### src/hdl/psb_pkg.sv
`timescale 1ns / 1ps
// ----------------------------------------------------------------------------
// psb_pkg
// Shared widths, codes and types of the palette scale blit unit.
// ----------------------------------------------------------------------------
package psb_pkg;

  localparam int PALETTE_DEPTH_DEF = 256;
  localparam int MAX_SCALE_DEF     = 8;
  localparam int MAX_DIM_DEF       = 1024;

  localparam int SCALE_W  = 4;
  localparam int OFS_W    = 10;
  localparam int DIM_W    = 11;
  localparam int COORD_W  = 10;
  localparam int CODE_W   = 8;
  localparam int COLOUR_W = 16;
  localparam int ADDR_W   = 20;
  localparam int POS_W    = 14;
  localparam int CNT_W    = 4;

  localparam int QUEUE_DEPTH = 4;

  localparam int CFG_IDX_W  = 3;
  localparam int CFG_DATA_W = 11;
  localparam int S_TDATA_W  = 64;
  localparam int M_TDATA_W  = 40;

  localparam logic OP_PALETTE = 1'b0;
  localparam logic OP_DRAW    = 1'b1;

  localparam logic [CFG_IDX_W-1:0] REG_SCALE_X     = 3'd0;
  localparam logic [CFG_IDX_W-1:0] REG_SCALE_Y     = 3'd1;
  localparam logic [CFG_IDX_W-1:0] REG_OFFSET_X    = 3'd2;
  localparam logic [CFG_IDX_W-1:0] REG_OFFSET_Y    = 3'd3;
  localparam logic [CFG_IDX_W-1:0] REG_DEST_WIDTH  = 3'd4;
  localparam logic [CFG_IDX_W-1:0] REG_DEST_HEIGHT = 3'd5;
  localparam logic [CFG_IDX_W-1:0] REG_SWAP_BYTES  = 3'd6;

  // effective settings, scales and canvas size already saturated
  typedef struct packed {
    logic [SCALE_W-1:0] scale_x;
    logic [SCALE_W-1:0] scale_y;
    logic [OFS_W-1:0]   offset_x;
    logic [OFS_W-1:0]   offset_y;
    logic [DIM_W-1:0]   width;
    logic [DIM_W-1:0]   height;
    logic               swap;
  } cfg_t;

  // one clipped block of writes
  typedef struct packed {
    logic [ADDR_W-1:0]   addr;
    logic [CNT_W-1:0]    nx;
    logic [CNT_W-1:0]    ny;
    logic [COLOUR_W-1:0] colour;
  } entry_t;

endpackage

### src/hdl/psb_ram.sv
`timescale 1ns / 1ps
// ----------------------------------------------------------------------------
// psb_ram
// Generic single write port RAM with registered read.
// ----------------------------------------------------------------------------
module psb_ram #(
  parameter int Width = 16,
  parameter int Depth = 256,
  parameter int AddrW = (Depth > 1) ? $clog2(Depth) : 1
) (
  input  logic             clk,
  input  logic             we,
  input  logic [AddrW-1:0] waddr,
  input  logic [Width-1:0] wdata,
  input  logic             re,
  input  logic [AddrW-1:0] raddr,
  output logic [Width-1:0] rdata
);

  logic [Width-1:0] mem [Depth];

  always_ff @(posedge clk) begin
    if (we) begin
      mem[waddr] <= wdata;
    end
    if (re) begin
      rdata <= mem[raddr];
    end
  end

endmodule

### src/hdl/psb_front.sv
`timescale 1ns / 1ps
// ----------------------------------------------------------------------------
// psb_front
// Accepts beats, writes the palette, drops transparent pixels, looks up the
// colour and clips the replicated block to the canvas.
// ----------------------------------------------------------------------------
module psb_front #(
  parameter int PaletteDepth = psb_pkg::PALETTE_DEPTH_DEF
) (
  input  logic                         clk,
  input  logic                         rst,
  input  psb_pkg::cfg_t                cfg,
  input  logic                         s_tvalid,
  output logic                         s_tready,
  input  logic [psb_pkg::S_TDATA_W-1:0] s_tdata,
  input  logic                         s_tuser,
  output logic                         push_valid,
  output psb_pkg::entry_t              push_entry,
  input  logic                         push_ready
);
  import psb_pkg::*;

  localparam int AW = (PaletteDepth > 1) ? $clog2(PaletteDepth) : 1;
  localparam int PW = POS_W + DIM_W;

  logic [CODE_W-1:0]   entry_number;
  logic [COLOUR_W-1:0] entry_colour;
  logic [COORD_W-1:0]  src_col;
  logic [COORD_W-1:0]  src_row;
  logic [CODE_W-1:0]   pixel_code;
  logic                transp_enable;
  logic [CODE_W-1:0]   transp_code;

  logic accept, is_draw, transparent, load_b, ram_we;
  logic [POS_W-1:0] x0, y0;
  logic [COLOUR_W-1:0] rdata, colour;

  logic             b_valid, b_code_ok, b_free, keep;
  logic [POS_W-1:0] b_x0, b_y0;
  logic [POS_W-1:0] wext, hext, x_room, y_room;
  logic [CNT_W-1:0] nx, ny;
  logic [PW-1:0]    prod;

  assign entry_number  = s_tdata[7:0];
  assign entry_colour  = s_tdata[23:8];
  assign src_col       = s_tdata[33:24];
  assign src_row       = s_tdata[43:34];
  assign pixel_code    = s_tdata[51:44];
  assign transp_enable = s_tdata[52];
  assign transp_code   = s_tdata[60:53];

  assign accept      = s_tvalid && s_tready;
  assign is_draw     = (s_tuser == OP_DRAW);
  assign transparent = transp_enable && (pixel_code == transp_code);
  assign ram_we      = accept && !is_draw && (int'(entry_number) < PaletteDepth);
  assign load_b      = accept && is_draw && !transparent;

  assign x0 = POS_W'(cfg.offset_x) + POS_W'(src_col) * POS_W'(cfg.scale_x);
  assign y0 = POS_W'(cfg.offset_y) + POS_W'(src_row) * POS_W'(cfg.scale_y);

  psb_ram #(
    .Width(COLOUR_W),
    .Depth(PaletteDepth)
  ) u_palette (
    .clk  (clk),
    .we   (ram_we),
    .waddr(entry_number[AW-1:0]),
    .wdata(entry_colour),
    .re   (load_b),
    .raddr(pixel_code[AW-1:0]),
    .rdata(rdata)
  );

  // clip the block against the canvas, pick its colour and form the row offset
  always_comb begin
    wext   = POS_W'(cfg.width);
    hext   = POS_W'(cfg.height);
    x_room = wext - b_x0;
    y_room = hext - b_y0;
    if (b_x0 >= wext) begin
      nx = '0;
    end else if (x_room < POS_W'(cfg.scale_x)) begin
      nx = CNT_W'(x_room);
    end else begin
      nx = CNT_W'(cfg.scale_x);
    end
    if (b_y0 >= hext) begin
      ny = '0;
    end else if (y_room < POS_W'(cfg.scale_y)) begin
      ny = CNT_W'(y_room);
    end else begin
      ny = CNT_W'(cfg.scale_y);
    end
    colour = b_code_ok ? rdata : '0;
    if (cfg.swap) begin
      colour = {colour[7:0], colour[15:8]};
    end
    prod = PW'(b_y0) * PW'(cfg.width);
  end

  assign keep       = (nx != '0) && (ny != '0);
  assign push_valid = b_valid && keep;
  assign b_free     = !b_valid || !keep || push_ready;
  assign s_tready   = b_free;

  assign push_entry.addr   = prod[ADDR_W-1:0] + ADDR_W'(b_x0);
  assign push_entry.nx     = nx;
  assign push_entry.ny     = ny;
  assign push_entry.colour = colour;

  always_ff @(posedge clk) begin
    if (rst) begin
      b_valid <= 1'b0;
    end else if (b_free) begin
      b_valid <= load_b;
    end
  end

  always_ff @(posedge clk) begin
    if (load_b) begin
      b_x0      <= x0;
      b_y0      <= y0;
      b_code_ok <= (int'(pixel_code) < PaletteDepth);
    end
  end

endmodule

### src/hdl/psb_queue.sv
`timescale 1ns / 1ps
// ----------------------------------------------------------------------------
// psb_queue
// Short queue of clipped blocks between front and back.
// ----------------------------------------------------------------------------
module psb_queue (
  input  logic            clk,
  input  logic            rst,
  input  logic            push_valid,
  input  psb_pkg::entry_t push_entry,
  output logic            push_ready,
  output logic            pop_valid,
  output psb_pkg::entry_t pop_entry,
  input  logic            pop
);
  import psb_pkg::*;

  localparam int PTR_W = $clog2(QUEUE_DEPTH);
  localparam int CNT_QW = $clog2(QUEUE_DEPTH + 1);

  entry_t              slots [QUEUE_DEPTH];
  logic [PTR_W-1:0]    wr_ptr, rd_ptr;
  logic [CNT_QW-1:0]   count;
  logic                do_push, do_pop;

  assign push_ready = (count != CNT_QW'(QUEUE_DEPTH));
  assign pop_valid  = (count != '0);
  assign pop_entry  = slots[rd_ptr];
  assign do_push    = push_valid && push_ready;
  assign do_pop     = pop && pop_valid;

  always_ff @(posedge clk) begin
    if (rst) begin
      wr_ptr <= '0;
      rd_ptr <= '0;
      count  <= '0;
    end else begin
      if (do_push) begin
        wr_ptr <= wr_ptr + 1'b1;
      end
      if (do_pop) begin
        rd_ptr <= rd_ptr + 1'b1;
      end
      if (do_push && !do_pop) begin
        count <= count + 1'b1;
      end else if (!do_push && do_pop) begin
        count <= count - 1'b1;
      end
    end
  end

  always_ff @(posedge clk) begin
    if (do_push) begin
      slots[wr_ptr] <= push_entry;
    end
  end

endmodule

### src/hdl/psb_back.sv
`timescale 1ns / 1ps
// ----------------------------------------------------------------------------
// psb_back
// Walks each clipped block row by row, a write beat per cycle unless stalled.
// ----------------------------------------------------------------------------
module psb_back (
  input  logic                          clk,
  input  logic                          rst,
  input  logic [psb_pkg::DIM_W-1:0]     width,
  input  logic                          pop_valid,
  input  psb_pkg::entry_t               pop_entry,
  output logic                          pop,
  output logic                          m_tvalid,
  input  logic                          m_tready,
  output logic [psb_pkg::M_TDATA_W-1:0] m_tdata,
  output logic                          m_tlast
);
  import psb_pkg::*;

  logic                active, out_load, emit, last_beat;
  logic [ADDR_W-1:0]   addr, row_addr, next_row;
  logic [CNT_W-1:0]    xleft, yleft, nx_m1;
  logic [COLOUR_W-1:0] colour;
  logic [ADDR_W-1:0]   out_addr;
  logic [COLOUR_W-1:0] out_colour;

  assign out_load  = !m_tvalid || m_tready;
  assign emit      = active && out_load;
  assign last_beat = (xleft == '0) && (yleft == '0);
  assign pop       = pop_valid && (!active || (emit && last_beat));
  assign next_row  = row_addr + ADDR_W'(width);

  assign m_tdata = {{(M_TDATA_W - ADDR_W - COLOUR_W){1'b0}}, out_colour, out_addr};

  always_ff @(posedge clk) begin
    if (rst) begin
      active   <= 1'b0;
      m_tvalid <= 1'b0;
    end else begin
      if (out_load) begin
        m_tvalid <= active;
      end
      if (pop) begin
        active <= 1'b1;
      end else if (emit && last_beat) begin
        active <= 1'b0;
      end
    end
  end

  always_ff @(posedge clk) begin
    if (emit) begin
      out_addr   <= addr;
      out_colour <= colour;
      m_tlast    <= last_beat;
    end
    if (pop) begin
      addr     <= pop_entry.addr;
      row_addr <= pop_entry.addr;
      xleft    <= pop_entry.nx - 1'b1;
      nx_m1    <= pop_entry.nx - 1'b1;
      yleft    <= pop_entry.ny - 1'b1;
      colour   <= pop_entry.colour;
    end else if (emit) begin
      if (xleft == '0) begin
        row_addr <= next_row;
        addr     <= next_row;
        xleft    <= nx_m1;
        yleft    <= yleft - 1'b1;
      end else begin
        addr  <= addr + 1'b1;
        xleft <= xleft - 1'b1;
      end
    end
  end

endmodule

### src/hdl/palette_scale_blit_unit.sv
`timescale 1ns / 1ps
// ----------------------------------------------------------------------------
// palette_scale_blit_unit
// Palette lookup with integer upscaling and canvas clipping, RGB565 output.
// ----------------------------------------------------------------------------
// A palette write, a skipped pixel and a fully clipped pixel leave nothing. A
// drawn pixel leaves as its kept copies, one write beat per cycle from the
// back-end address walker while m_tready is high: up to four for a 2x2
// upscale. The front end accepts one beat per cycle while a four entry block
// queue has room; the first write beat of a pixel passes the block register,
// a queue slot, the walker and the output register before it is offered. The
// palette holds no reset value: draw only entries already written.
module palette_scale_blit_unit #(
  parameter int PaletteDepth = psb_pkg::PALETTE_DEPTH_DEF,
  parameter int MaxScale     = psb_pkg::MAX_SCALE_DEF,
  parameter int MaxDim       = psb_pkg::MAX_DIM_DEF
) (
  input  logic                           clk,
  input  logic                           rst,
  input  logic                           cfg_we,
  input  logic [psb_pkg::CFG_IDX_W-1:0]  cfg_index,
  input  logic [psb_pkg::CFG_DATA_W-1:0] cfg_data,
  input  logic                           s_tvalid,
  output logic                           s_tready,
  // entry_number, entry_colour, src_col, src_row, pixel_code,
  // transp_enable, transp_code
  input  logic [psb_pkg::S_TDATA_W-1:0]  s_tdata,
  // operation
  input  logic                           s_tuser,
  output logic                           m_tvalid,
  input  logic                           m_tready,
  // fb_address, pixel_colour
  output logic [psb_pkg::M_TDATA_W-1:0]  m_tdata,
  // run_last
  output logic                           m_tlast
);
  import psb_pkg::*;

  logic [SCALE_W-1:0] scale_x, scale_y;
  logic [OFS_W-1:0]   offset_x, offset_y;
  logic [DIM_W-1:0]   dest_width, dest_height;
  logic               swap_bytes;
  cfg_t               cfg;

  logic   push_valid, push_ready, pop_valid, pop;
  entry_t push_entry, pop_entry;

  always_ff @(posedge clk) begin
    if (rst) begin
      scale_x     <= SCALE_W'(1);
      scale_y     <= SCALE_W'(1);
      offset_x    <= '0;
      offset_y    <= '0;
      dest_width  <= DIM_W'(320);
      dest_height <= DIM_W'(240);
      swap_bytes  <= 1'b0;
    end else if (cfg_we) begin
      unique case (cfg_index)
        REG_SCALE_X:     scale_x     <= cfg_data[SCALE_W-1:0];
        REG_SCALE_Y:     scale_y     <= cfg_data[SCALE_W-1:0];
        REG_OFFSET_X:    offset_x    <= cfg_data[OFS_W-1:0];
        REG_OFFSET_Y:    offset_y    <= cfg_data[OFS_W-1:0];
        REG_DEST_WIDTH:  dest_width  <= cfg_data[DIM_W-1:0];
        REG_DEST_HEIGHT: dest_height <= cfg_data[DIM_W-1:0];
        REG_SWAP_BYTES:  swap_bytes  <= cfg_data[0];
        default: ;
      endcase
    end
  end

  // saturate scales to 1..MaxScale and canvas to MaxDim
  always_comb begin
    cfg.scale_x = scale_x;
    if (scale_x == '0) begin
      cfg.scale_x = SCALE_W'(1);
    end else if (int'(scale_x) > MaxScale) begin
      cfg.scale_x = SCALE_W'(MaxScale);
    end
    cfg.scale_y = scale_y;
    if (scale_y == '0) begin
      cfg.scale_y = SCALE_W'(1);
    end else if (int'(scale_y) > MaxScale) begin
      cfg.scale_y = SCALE_W'(MaxScale);
    end
    cfg.width    = (int'(dest_width) > MaxDim) ? DIM_W'(MaxDim) : dest_width;
    cfg.height   = (int'(dest_height) > MaxDim) ? DIM_W'(MaxDim) : dest_height;
    cfg.offset_x = offset_x;
    cfg.offset_y = offset_y;
    cfg.swap     = swap_bytes;
  end

  psb_front #(
    .PaletteDepth(PaletteDepth)
  ) u_front (
    .clk       (clk),
    .rst       (rst),
    .cfg       (cfg),
    .s_tvalid  (s_tvalid),
    .s_tready  (s_tready),
    .s_tdata   (s_tdata),
    .s_tuser   (s_tuser),
    .push_valid(push_valid),
    .push_entry(push_entry),
    .push_ready(push_ready)
  );

  psb_queue u_queue (
    .clk       (clk),
    .rst       (rst),
    .push_valid(push_valid),
    .push_entry(push_entry),
    .push_ready(push_ready),
    .pop_valid (pop_valid),
    .pop_entry (pop_entry),
    .pop       (pop)
  );

  psb_back u_back (
    .clk      (clk),
    .rst      (rst),
    .width    (cfg.width),
    .pop_valid(pop_valid),
    .pop_entry(pop_entry),
    .pop      (pop),
    .m_tvalid (m_tvalid),
    .m_tready (m_tready),
    .m_tdata  (m_tdata),
    .m_tlast  (m_tlast)
  );

endmodule
### config.mk
export PLATFORM = sky130hd
export DESIGN_NAME = palette_scale_blit_unit
export DESIGN_NICKNAME = d
export VERILOG_FILES = /design/src/hdl/psb_pkg.sv /design/src/hdl/psb_ram.sv /design/src/hdl/psb_front.sv /design/src/hdl/psb_queue.sv /design/src/hdl/psb_back.sv /design/src/hdl/palette_scale_blit_unit.sv
export SDC_FILE = /design/constraint.sdc
export NUM_CORES = 2
export LEC_CHECK = 0
export BUFFER_PORTS_ARGS = -buffer_cell sky130_fd_sc_hd__buf_2
export CELL_PAD_IN_SITES_DETAIL_PLACEMENT = 1
export CELL_PAD_IN_SITES_GLOBAL_PLACEMENT = 1
export CORE_MARGIN = 1.5
export CORE_UTILIZATION = 50
export CTS_CLUSTER_DIAMETER = 30
export DETAILED_ROUTE_END_ITERATION = 7
export HOLD_SLACK_MARGIN = 0.02
export PLACE_DENSITY_LB_ADDON = 0.1
export SLEW_MARGIN = 0
export SYNTH_ARGS = -nofsm -noshare
export SYNTH_HDL_FRONTEND = slang
export SYNTH_MEMORY_MAX_BITS = 65536
export SYNTH_SLANG_ARGS = --single-unit
### constraint.sdc
create_clock -name clk -period 9 [get_ports clk]
set_input_delay 0.9 -clock clk [delete_from_list [all_inputs] [get_ports clk]]
set_output_delay 0.9 -clock clk [all_outputs]
set_load 0.05 [all_outputs]
==> metrics.md <==
| Metric | Value |
|---|---|
| Crit path setup slack, layout | 1.10 ns |
| Number of max-slew violations in the final report | 0 |
| Reg2Reg Capture Point | u_front.u_palette.mem[209][0] |
| Worst hold path startpoint | cfg_data[10] |
| Number of sinks handled by clock tree synthesis | 4484 |
| Final RePlAce weighted congestion | 0.822 |
| Area of the core | 362000 um^2 |
| Number of hold violations in the final report | 0 |
| Yosys cell types | 76 |
| Detailed placer's ending HPWL | 278000 um |
| Data arrival at the endpoint of the critical path | 7.00 ns |
| Synth Cell Area | 182000 um^2 |
| First-pass GRT wire length | 693000 um |
| Power after layout | 59.8 mW |
| Core Util, Final | 0.607 |
| Final cell count without fillers | 14800 |
| Placement row count | 221 |
| # IOs | 127 |
| Post-DP Area | 190000 um^2 |
| Unrepaired setup endpoints after global routing | no |
| Final worst clock skew | 0.103 ns |
| Aggregate global routing overflow | 0 |
| WL final | 480000 um |
| WHS | 0.142 ns |
| Die H | 606 um |
| Worst hold endpoint | dest_height[10] |
| CTS H-Tree Depth | 6 |
| Number of setup violations in the final report | 0 |
| Cts hold-fix bufs | 0 |
| Dpl ws | 2.03 ns |
| Power per cell area | 272 nW/um^2 |
| Share of cells above drive strength 1 | 0.342 |
| Number of antenna violations at the first check in global routing | 36 |
| Category of the worst setup path launch point | flop |
| Drt drc | 0 |
| R2r worst-path depth | 19 |
| Portion of the post-synthesis area used by sequential elements | 0.738 |
| Clk Latency, worst-skew pair | 1.09 ns |
| Avg Synthesized Cell Area | 21.6 um^2 |
| Number of register bits inferred by synthesis | 4484 |
| Number of vias in the routed layout | 89900 |
| Maximum clock frequency | 0.127 GHz |
| Status | completed |
| Post-CTS setup buffers | 0 |
| First-pass iteration count of the detailed router | 5 |
| Fraction of the cycle the final worst path needs | 0.878 |
| Area of all placed cells without fillers | 220000 um^2 |
| Number of violations reported at the end of detailed-routing iteration 0 | 9640 |
| Slew @ Worst Pin | 1.41 ns |
| Avg WL per Cell | 32.4 um |
| Leakage power | 72.4 nW |
| Initial Utilization | 0.502 |
| Number of flops mapped to enable cells by yosys | 4421 |
| Largest fanout on the critical path | 34 |
| Number of synthesis warnings | 0 |
| Rel. slew slack | 0.0618 |
| Post-layout net count | 9671 |
| Clock-pin slew on the worst setup and hold paths | 0.05 ns |
| Number of instances resized during post-cts repair | 0 |
| GRT Resource Usage Total | 0.264 |
| Post-DR vias/cell | 6.07 |
| Overall die area | 367000 um^2 |
| Cell chosen for the clock root | clkbuf_16 |
| Max-capacitance violation count | 0 |
| Dominant register cell in the synthesized netlist | edfxtp_1 |
| Type of the worst setup path | reg -> out |
| Register-to-register setup slack | 2.08 ns |
| Worst hold path depth | 3 |
| Maximum root-to-sink buffer count | 4 |
| Placed instance count | 13200 |
| Clock tree from TritonCTS | done |
| Minimum period implied by the final worst setup slack | 7.90 ns |
| Crit. End Element | primary output |
| Peak supply drop | 0.000211 V |
| Post-Route Setup TNS | 0 ns |
| Number of buffers added on ports | 119 |
| P&R area growth vs syn | 20.9% |
| Antenna-violating nets left | 0 |
| Path category of the worst min-delay check | in -> reg |
| Die boundary width | 606 um |
| Asr flop ratio synth | 0 |
| Post-synthesis instance total | 8401 |
| Largest net degree at the start of global routing | 155 |
| Via count of the first global-routing pass | 95700 |
| Clock buffers created by TritonCTS | 833 |
| Beginning of the worst register-to-register path | dest_width[10] |
| Worst endpoint required time | 8.10 ns |
[worst max-delay path, stage by stage (launching register included)]
cell and delay [ns]:
dfxtp_1 1.04, nor2b_1 0.10, buf_4 0.26, inv_1 0.08
ha_1 0.16, inv_1 0.08, fa_1 0.47, xor2_1 0.35
ha_1 0.30, o21a_1 0.11, o21ai_0 0.16, a31oi_1 0.10
nor4b_1 0.37, nand4b_1 0.21, nor4_4 0.58, a2111oi_4 0.15
buf_4 0.36, buf_4 0.46, inv_1 0.24, buf_2 0.29
[cell usage after synthesis, types with 11 or more instances]
| cell | instances | area [um^2] |
|---|---|---|
| buf_1 | 48 | 180 |
| buf_6 | 12 | 135 |
| mux4_2 | 1386 | 31200 |
| nand3b_1 | 11 | 82.6 |
| a22oi_1 | 34 | 255 |
| dfxtp_1 | 63 | 1260 |
| o21a_1 | 15 | 113 |
| a21o_1 | 18 | 135 |
| mux2i_1 | 29 | 290 |
| and2_1 | 61 | 382 |
| inv_1 | 258 | 968 |
| nand2b_1 | 22 | 138 |
| or3_1 | 13 | 81.3 |
| xor2_1 | 39 | 342 |
| ha_1 | 134 | 1680 |
| nand2_1 | 417 | 1570 |
| nand3_1 | 33 | 165 |
| o21ai_0 | 44 | 220 |
| and3_1 | 27 | 169 |
| clkbuf_1 | 274 | 1030 |
| edfxtp_1 | 4421 | 133000 |
| fa_1 | 167 | 3340 |
| nor2b_1 | 44 | 275 |
| nor2_1 | 248 | 931 |
| mux2_2 | 23 | 259 |
| xnor2_1 | 63 | 552 |
| nand4_1 | 11 | 68.8 |
| nor3_2 | 36 | 360 |
| nor3_1 | 128 | 641 |
| a21oi_1 | 98 | 490 |
| buf_2 | 99 | 495 |
[placed cells by master (no fill, tap or decap), types with 18 or more instances in the layout]
master,Yosys,routed
a21o_1,18,18
a21oi_1,98,98
a22oi_1,34,34
and2_1,61,57
and3_1,27,27
buf_12,0,26
buf_2,99,97
buf_4,4,342
buf_8,0,19
bufinv_16,0,127
clkbuf_1,274,109
clkbuf_16,0,842
clkinv_1,1,101
clkinv_16,0,34
clkinv_2,0,135
clkinv_4,0,58
clkinvlp_4,0,90
dfxtp_1,63,61
edfxtp_1,4421,4421
fa_1,167,167
ha_1,134,134
inv_1,258,258
inv_6,0,43
mux2_2,23,23
mux2i_1,29,28
mux4_2,1386,1386
nand2_1,417,415
nand2b_1,22,20
nand3_1,33,33
nor2_1,248,229
nor2b_1,44,41
nor3_1,128,36
nor3_2,36,113
o21ai_0,44,44
xnor2_1,63,63
xor2_1,39,39
[cells by family (layout without fill, tap and decap cells)]
| logic type | Yosys count | count (layout) | synth area share |
|---|---|---|---|
| AND/OR/NAND/NOR | 1075 | 1075 | 0.0278 |
| AO/OA/AOI/OAI | 304 | 304 | 0.0112 |
| flip-flops | 4484 | 4484 | 0.738 |
| other | 1 | 13 | 0.0000206 |
| adder cells (fa/ha/maj) | 301 | 301 | 0.0276 |
| buffers and inverters | 696 | 2302 | 0.0156 |
| XOR/XNOR | 102 | 102 | 0.00492 |
| multiplexers | 1438 | 1438 | 0.175 |
[report_power, final]
part | internal [mW] | switching [mW]
clock network | 20.9 | 11.0
logic | 1.46 | 2.65
registers | 23.5 | 0.229
total | 45.9 | 13.9
[area by class of cell]
class / instances / area, um^2
fillers: 29500 / 142000
multi-input cells: 3224 / 45500
well taps: 4794 / 6000
inverters: 259 / 972
repair buffers: 484 / 3860
diodes: 9 / 22.5
clock buffers: 953 / 21500
flip-flops and latches: 4484 / 134000
clock inverters: 606 / 7750
[worst max-delay path by stage]
stage | from | end | slack [ns] | cells after the start
finish | dest_width[10] | s_tready | 1.10 | 19
global route | dest_width[10] | s_tready | 0.70 | 19
CTS | dest_width[10] | s_tready | 0.94 | 19
detailed placement | dest_width[10] | u_front.u_palette.mem[209][15] | 2.03 | 19
global placement | dest_width[10] | u_queue.slots[2][43] | 2.19 | 19
floorplan | dest_width[10] | u_front.b_x0[0] | 2.69 | 19
[sequential cells by signal (all words and copies together), names as in the netlist, 4 cells and up, named ones only]
register,count
u_front.u_palette.mem,4096
u_queue.slots,176
u_back.addr,20
u_back.out_addr,20
u_back.row_addr,20
u_back.colour,16
u_back.out_colour,16
u_front.u_palette.rdata,16
u_front.b_x0,14
u_front.b_y0,14
dest_height,11
dest_width,11
offset_x,10
offset_y,10
scale_x,4
scale_y,4
u_back.nx_m1,4
u_back.xleft,4
u_back.yleft,4
[metal layers]
metal	wire, um	up-vias	track usage
li1	-	36800	-
met1	201000	49000	0.378
met3	33000	722	0.0488
met2	232000	3355	0.417
met5	100	-	0
met4	14200	16	0.0809
Note: power is estimated with default switching activity, not from simulation.
